===== config.mk =====
export PLATFORM = sky130hd
export DESIGN_NAME = bbba_ctrl
export DESIGN_NICKNAME = d
export VERILOG_FILES = /design/src/sv/bbba_pkg.sv /design/src/sv/bbba_ctrl.sv
export SDC_FILE = /design/constraint.sdc
export NUM_CORES = 1
export LEC_CHECK = 0
export BUFFER_PORTS_ARGS = -buffer_cell sky130_fd_sc_hd__buf_4
export CAP_MARGIN = 0
export CORE_MARGIN = 1
export CORE_UTILIZATION = 40
export DETAILED_ROUTE_END_ITERATION = 12
export PLACE_DENSITY = 0.85
export SYNTH_ARGS = -nofsm -noshare
export SYNTH_HDL_FRONTEND = slang
export SYNTH_SLANG_ARGS = --single-unit

===== constraint.sdc =====
create_clock -name clk -period 1.5 [get_ports clk]
set_input_delay 0.15 -clock clk [delete_from_list [all_inputs] [get_ports clk]]
set_output_delay 0.15 -clock clk [all_outputs]
set_load 0.02 [all_outputs]

===== src/sv/bbba_pkg.sv =====
// Bucketed bitmap block allocator: shared constants, codes and types.
// No dependencies; every other file of the block but bbba_ram imports this package.
package bbba_pkg;

    // Sizing of the block
    localparam int BUCKETS        = 4;
    localparam int BITMAP_BYTES   = 512;
    localparam int MAX_ALIGN_LOG2 = 12;
    localparam int NREGS          = 4;
    localparam int ACT_LIM        = (BUCKETS < NREGS) ? BUCKETS : NREGS;

    // Field widths
    localparam int SIZE_W    = 24;
    localparam int ALOG_W    = 4;
    localparam int BKT_W     = 2;
    localparam int OFS_W     = 28;
    localparam int STAT_W    = 2;
    localparam int CFG_W     = 16;
    localparam int CFG_IDX_W = 2;

    // Derived widths
    localparam int MEM_DEPTH = BUCKETS * BITMAP_BYTES;
    localparam int BYTE_W    = (BITMAP_BYTES > 1) ? $clog2(BITMAP_BYTES) : 1;
    localparam int BLK_W     = BYTE_W + 3;
    localparam int RNG_W     = BLK_W + 1;
    localparam int NEXT_W    = RNG_W - 2;
    localparam int EXT_W     = $clog2(BITMAP_BYTES + 1);
    localparam int ADDR_W    = (MEM_DEPTH > 1) ? $clog2(MEM_DEPTH) : 1;
    localparam int AL_W      = MAX_ALIGN_LOG2 + 1;
    localparam int CNT_W     = $clog2(ACT_LIM + 1);
    localparam int NEED_W    = SIZE_W + 1;

    // Block sizes after reset
    localparam logic [CFG_W-1:0] BS_RESET [NREGS] = '{16'd8, 16'd32, 16'd256, 16'd0};

    // Request codes
    localparam logic CMD_ALLOC = 1'b0;
    localparam logic CMD_FREE  = 1'b1;

    typedef enum logic [STAT_W-1:0] {
        ST_OK        = 2'd0,
        ST_SIZE_ZERO = 2'd1,
        ST_NO_ROOM   = 2'd2,
        ST_IGNORED   = 2'd3
    } res_status_t;

    typedef enum logic [1:0] {
        DIV_SCORE,
        DIV_FREE_OFS,
        DIV_FREE_SIZE,
        DIV_EXT
    } div_sel_t;

    typedef enum logic [3:0] {
        S_CLEAR,
        S_IDLE,
        S_DECODE,
        S_SC_GO,
        S_SC_WAIT,
        S_SCAN_INIT,
        S_SCAN,
        S_EXT,
        S_EXT_WAIT,
        S_EXT_CHK,
        S_FR_WAIT1,
        S_FR_CHK,
        S_FR_WAIT2,
        S_MOD_RD,
        S_MOD_WR,
        S_RESULT
    } state_t;

    typedef struct packed {
        logic        clr_step;
        logic        load;
        logic        div_start;
        div_sel_t    div_sel;
        logic        score_init;
        logic        score_upd;
        logic        scan_init;
        logic        scan_rd;
        logic        ext_calc;
        logic        ext_upd;
        logic        ext_commit;
        logic        free_first;
        logic        free_range;
        logic        mod_rd;
        logic        mod_wr;
        logic        set_res;
        res_status_t res_code;
        logic        emit;
    } cmd_t;

    typedef struct packed {
        logic clr_done;
        logic in_valid;
        logic is_free;
        logic size_zero;
        logic n_zero;
        logic bin_bad;
        logic div_done;
        logic score_last;
        logic scan_found;
        logic scan_end;
        logic ext_grow;
        logic ext_over;
        logic free_ignore;
        logic mod_last;
        logic out_free;
    } stat_t;

endpackage


===== src/sv/bbba_ctrl.sv =====
// Sequencer of the block allocator: steps an alloc through scoring, scan,
// extent growth and bitmap update, a free to the update. Depends on bbba_pkg.
module bbba_ctrl import bbba_pkg::*; (
    input  logic  clk,
    input  logic  rst_n,
    input  stat_t st,
    output logic  in_ready,
    output cmd_t  cmd
);
    state_t state_reg;
    state_t state_next;

    // State register
    always_ff @(posedge clk or negedge rst_n)
    begin
        if (!rst_n)
        begin
            state_reg <= S_CLEAR;
        end
        else
        begin
            state_reg <= state_next;
        end
    end

    // Next state and commands
    always_comb
    begin
        state_next = state_reg;
        cmd        = '0;
        in_ready   = 1'b0;
        unique case (state_reg)
            S_CLEAR:
            begin
                cmd.clr_step = 1'b1;
                if (st.clr_done)
                begin
                    state_next = S_IDLE;
                end
            end
            S_IDLE:
            begin
                in_ready = 1'b1;
                if (st.in_valid)
                begin
                    cmd.load   = 1'b1;
                    state_next = S_DECODE;
                end
            end
            S_DECODE:
            begin
                priority if (!st.is_free && st.size_zero)
                begin
                    cmd.set_res  = 1'b1;
                    cmd.res_code = ST_SIZE_ZERO;
                    state_next   = S_RESULT;
                end
                else if (!st.is_free && st.n_zero)
                begin
                    cmd.set_res  = 1'b1;
                    cmd.res_code = ST_NO_ROOM;
                    state_next   = S_RESULT;
                end
                else if (!st.is_free)
                begin
                    cmd.score_init = 1'b1;
                    state_next     = S_SC_GO;
                end
                else if (st.bin_bad)
                begin
                    cmd.set_res  = 1'b1;
                    cmd.res_code = ST_IGNORED;
                    state_next   = S_RESULT;
                end
                else
                begin
                    cmd.div_start = 1'b1;
                    cmd.div_sel   = DIV_FREE_OFS;
                    state_next    = S_FR_WAIT1;
                end
            end
            S_SC_GO:
            begin
                cmd.div_start = 1'b1;
                cmd.div_sel   = DIV_SCORE;
                state_next    = S_SC_WAIT;
            end
            S_SC_WAIT:
            begin
                cmd.div_sel = DIV_SCORE;
                if (st.div_done)
                begin
                    cmd.score_upd = 1'b1;
                    state_next    = st.score_last ? S_SCAN_INIT : S_SC_GO;
                end
            end
            S_SCAN_INIT:
            begin
                cmd.scan_init = 1'b1;
                state_next    = S_SCAN;
            end
            S_SCAN:
            begin
                cmd.scan_rd = 1'b1;
                if (st.scan_found)
                begin
                    state_next = S_EXT;
                end
                else if (st.scan_end)
                begin
                    cmd.set_res  = 1'b1;
                    cmd.res_code = ST_NO_ROOM;
                    state_next   = S_RESULT;
                end
            end
            S_EXT:
            begin
                cmd.ext_calc = 1'b1;
                cmd.div_sel  = DIV_EXT;
                if (st.ext_grow)
                begin
                    cmd.div_start = 1'b1;
                    state_next    = S_EXT_WAIT;
                end
                else
                begin
                    state_next = S_EXT_CHK;
                end
            end
            S_EXT_WAIT:
            begin
                cmd.div_sel = DIV_EXT;
                if (st.div_done)
                begin
                    cmd.ext_upd = 1'b1;
                    state_next  = S_EXT_CHK;
                end
            end
            S_EXT_CHK:
            begin
                cmd.set_res = 1'b1;
                if (st.ext_over)
                begin
                    cmd.res_code = ST_NO_ROOM;
                    state_next   = S_RESULT;
                end
                else
                begin
                    cmd.res_code   = ST_OK;
                    cmd.ext_commit = 1'b1;
                    state_next     = S_MOD_RD;
                end
            end
            S_FR_WAIT1:
            begin
                cmd.div_sel = DIV_FREE_OFS;
                if (st.div_done)
                begin
                    cmd.free_first = 1'b1;
                    state_next     = S_FR_CHK;
                end
            end
            S_FR_CHK:
            begin
                priority if (st.free_ignore)
                begin
                    cmd.set_res  = 1'b1;
                    cmd.res_code = ST_IGNORED;
                    state_next   = S_RESULT;
                end
                else if (st.size_zero)
                begin
                    cmd.set_res  = 1'b1;
                    cmd.res_code = ST_SIZE_ZERO;
                    state_next   = S_RESULT;
                end
                else
                begin
                    cmd.div_start = 1'b1;
                    cmd.div_sel   = DIV_FREE_SIZE;
                    state_next    = S_FR_WAIT2;
                end
            end
            S_FR_WAIT2:
            begin
                cmd.div_sel = DIV_FREE_SIZE;
                if (st.div_done)
                begin
                    cmd.free_range = 1'b1;
                    cmd.set_res    = 1'b1;
                    cmd.res_code   = ST_OK;
                    state_next     = S_MOD_RD;
                end
            end
            S_MOD_RD:
            begin
                cmd.mod_rd = 1'b1;
                state_next = S_MOD_WR;
            end
            S_MOD_WR:
            begin
                cmd.mod_wr = 1'b1;
                state_next = st.mod_last ? S_RESULT : S_MOD_RD;
            end
            S_RESULT:
            begin
                if (st.out_free)
                begin
                    cmd.emit   = 1'b1;
                    state_next = S_IDLE;
                end
            end
            default:
            begin
                state_next = S_IDLE;
            end
        endcase
    end
endmodule


==> impl_metrics.tcl, run 1 <==
set metrics [dict create \
    error "[ERROR DPL-0038] Utilization greater than 100%, impossible to legalize" \
    synthTopCellsByArea "dfrtp_1 (14%), a21oi_1 (9.0%), nor2_1 (7.3%)" \
    cts_sinks 4 \
    die_x_um 44.45 \
    syn_avg_cell_area_um2 6.799 \
    initial_core_util 0.4521 \
    rows 14 \
    cts.htree.levels 1 \
    hpwl_um 2174 \
    synth_ff_type "dfrtp_1" \
    async_reset_ff_frac 1.000 \
    cts-root-buf "clkbuf_4" \
    synth_edf_count 0 \
    syn_inst 106 \
    fp.dieH_um 44.45 \
    numCtsBuffers 3 \
    placedCellCount 182 \
    synth_top_area_frac 0.1389 \
    syn-num-nets 123 \
    synth_cell_types 34 \
    ys_seq_area_frac 0.1389 \
    clockBufferDepth 2 \
    synth_warnings 0 \
    synth_top_cell_by_area "dfrtp_1" \
    grt_max_degree 9 \
    ys_ff_latch 4 \
    ios 38 \
    place_ws_ns -0.05850 \
    portBuffers 37 \
    worstEndpointType "top-level output" \
    place_congestion 0.9058 \
    netlist_area_um2 720.7 \
    grt_worst_setup_endpoint "cmd[3]" \
    failed_stage "5_1_grt" \
    status "did not finish" \
]
==> logic make-up after synthesis <==
kind of cell           after synthesis  share of synthesized area
buffers and inverters               11                    0.07985
DFF                                  4                     0.1389
muxes                                3                    0.04687
and+or+nand+nor                     57                     0.4306
AOI/OAI and AO/OA                   31                     0.3038
==> stage by stage <==
step	utilization	area, um^2	hold WS [ns]
detailed placement	0.7363	1174	-0.05337
CTS	0.9505	1515	0.2449
global placement	0.7363	1174	-0.05356
floorplan	-	735.7	-0.1456
==> timing repair <==
| action | CTS |
|---|---|
| resized for setup | 46 |
| endpoints found under the hold margin | 4 |
| pin swaps | 10 |
| hold buffers | 1 |
| setup buffers | 17 |
| setup endpoints to repair | 21 |
==> synthesized netlist by cell type (3+ instances only) <==
cell      count
buf_2         7
dfrtp_1       4
or3_1         3
nand2b_1      7
a21oi_1      13
o21ai_0       6
nand2_1       9
nor2_1       14
mux2_2        3
nor3_1        8
nor2b_1       6
==> run 2: changes to the inputs <==
--- a/config.mk
+++ b/config.mk
@@ -7,10 +7,10 @@
 export LEC_CHECK = 0
 export BUFFER_PORTS_ARGS = -buffer_cell sky130_fd_sc_hd__buf_4
 export CAP_MARGIN = 0
-export CORE_MARGIN = 1
-export CORE_UTILIZATION = 40
+export CORE_AREA = 2 2 63 65
 export DETAILED_ROUTE_END_ITERATION = 12
-export PLACE_DENSITY = 0.85
+export DIE_AREA = 0 0 65 67
+export PLACE_DENSITY_LB_ADDON = 0.15
 export SYNTH_ARGS = -nofsm -noshare
 export SYNTH_HDL_FRONTEND = slang
 export SYNTH_SLANG_ARGS = --single-unit
==> constraint.sdc (replaced) <==
create_clock -name clk -period 2 [get_ports clk]
set_input_delay 0.2 -clock clk [delete_from_list [all_inputs] [get_ports clk]]
set_output_delay 0.2 -clock clk [all_outputs]
set_load 0.02 [all_outputs]
==> run 2 against run 1 <==
Area after synthesis stayed put. The flow now finishes without violations. Synthesized cell count stayed put.
==> impl_metrics.tcl, run 2 <==
set metrics [dict create \
    total_power_mw 1.745 \
    utilization 0.3158 \
    num_vias 928 \
    synth_top_area_frac 0.1389 \
    max_slew_margin 0.7634 \
    ant_nets 0 \
    final_max_slew_viol_count 0 \
    synthTopCellsByArea "dfrtp_1 (14%), a21oi_1 (9.0%), nor2_1 (7.3%)" \
    grt_util_all_layers 0.1319 \
    firstDrtPassIters 4 \
    synth_warnings 0 \
    cts_sinks 4 \
    drv_cap 0 \
    hold_path.class "primary input to async pin" \
    max_freq_mhz 536.2 \
    syn_avg_cell_area_um2 6.799 \
    worst_setup_path_start_kind "register" \
    cts_tree "yes" \
    worstPathMaxFanout 9 \
    hpwl_um 2113 \
    finClkSkew_ns 0.002902 \
    dr.first_iter.drc_count 52 \
    synth_most_common_cell "nor2_1" \
    insertion_delay_ns 0.21 \
    rsz0062_at_grt "no" \
    syn-num-nets 123 \
    overflow 0 \
    n_antenna_cell 0 \
    post-route-period-util 0.9325 \
    final_common_cell "buf_4" \
    crit_path_end_kind "primary output" \
    multi_input_area_um2 578.1 \
    grt_pass1_vias 929 \
    floorplan.core_area_mm2 0.003606 \
    place_congestion 0.8655 \
    rows 22 \
    drive_gt1_frac 0.4452 \
    ys_ff_latch 4 \
    vias_per_cell 4.784 \
    critPathRequiredTime_ns 1.80 \
    antenna_found_initial 0 \
    netlist_area_um2 720.7 \
    n_fill_cell 418 \
    p_per_area_mw_per_mm2 1533 \
    area.sequential_um2 103.9 \
    numCtsBuffers 3 \
    grt_max_degree 16 \
    setup_viol 0 \
    synth_ff_type "dfrtp_1" \
    synthToLayoutAreaGrowth_pct 57.99 \
    ys_seq_area_frac 0.1389 \
    hold_violations 0 \
    syn_inst 106 \
    crit_arrival_ns 1.66 \
    period_needed_ns 1.865 \
    clockBufferDepth 2 \
    tns_ns 0 \
    p_leak_nw 0.4812 \
    die-area_mm2 0.004355 \
    die_x_um 65 \
    async_reset_ff_frac 1.000 \
    fp.dieH_um 67 \
    cts-root-buf "clkbuf_8" \
    path_class "register to primary output" \
    nets 165 \
    clk_pin_slew_ns 0.03 \
    synth_top_cell_by_area "dfrtp_1" \
    ys_top_cells_by_count "nor2_1 (14), a21oi_1 (13), nand2_1 (9), nor3_1 (8)" \
    largest_reg_flops 4 \
    tightest_slew_ns 0.3520 \
    mostFrequentLayoutCells "buf_4 (45), nor2_1 (14), a21oi_1 (13), nand2_1 (9), nor3_1 (7)" \
    synth_cell_types 34 \
    drc_errors 0 \
    cts.htree.levels 1 \
    grt_pass1_wl_um 4381 \
    initial_core_util 0.1999 \
    status "finished, final reports clean" \
    peakVddDrop_uv 341.5 \
    ios 38 \
    synth_edf_count 0 \
    portBuffers 37 \
    routedWlPerCell_um 13.44 \
    drt_wl_total_um 2607 \
]
-- run 2: cell counts after synthesis --
No cell type changed its count.
-- run 2: per-layer routing --
metal  vias to the layer above  share of wire  global-route usage
li1                        462              -                   -
met1                       434           0.40              0.1495
met2                        28           0.53              0.2332
met3                         4          0.046             0.02365
met4                         0          0.018             0.07181
met5                         -              0                   0
-- run 2: critical path, cell delays in order (launching register included) --
cell	delay, ns
dfrtp_2	0.44
nand2b_2	0.29
or3_1	0.43
o2111ai_1	0.11
buf_4	0.18
-- run 2: per-stage QoR --
| stage | setup slack, ns | std cells | hold WS [ns] | instance area, um^2 |
|---|---|---|---|---|
| floorplan | 0.4121 | 106 | -0.09559 | 720.7 |
| global placement | 0.1738 | 188 | 0.001219 | 1054 |
| global route | 0.008626 | 194 | 0.3279 | 1139 |
| detailed placement | 0.08368 | 188 | 0.002288 | 1054 |
| finish | 0.1350 | 194 | 0.3238 | 1139 |
| CTS | 0.01268 | 194 | 0.3161 | 1121 |
-- run 2: cell type report --
| class | instances | share of cell area |
|---|---|---|
| clock buffer | 3 | 0.03626 |
| inverter | 2 | 0.006593 |
| multi-input combinational | 91 | 0.5077 |
| sequential | 4 | 0.09121 |
| tap | 48 | 0.05275 |
| timing repair buffer | 46 | 0.3055 |
-- run 2: power breakdown --
part           leakage, nW  internal, mW  switching [mW]
clock               0.0216         0.128          0.0370
combinational        0.417         0.581           0.759
sequential          0.0422         0.134           0.106
-- run 2: path summary, 6_finish.rpt --
check / start / end / slack (ns) / depth (start not counted)
max: state_reg[2] / cmd[3] / 0.14 / 4
min: rst_n / state_reg[3] / 0.32 / 2
max reg2reg: state_reg[3] / state_reg[1] / 0.27 / 6
min reg2reg: state_reg[0] / state_reg[0] / 0.69 / 2
max in group asynchronous: rst_n / state_reg[1] / 1.56 / 2
min in group clk: st[0] / state_reg[3] / 0.46 / 4
-- run 2: what timing repair did --
action                                 CTS  global route
endpoints found under the hold margin    4             0
setup buffers                            2             0
hold buffers                             1             0
pin swaps                                1             0
setup endpoints to repair                3             3
resized for setup                        2             7
-- run 2: cells by family after synthesis --
logic type | synth area share
compound gates | 0.3038
buf+inv | 0.07985
flops | 0.1389
mux | 0.04687
simple gates | 0.4306
Note: power is estimated with default switching activity, not from simulation.
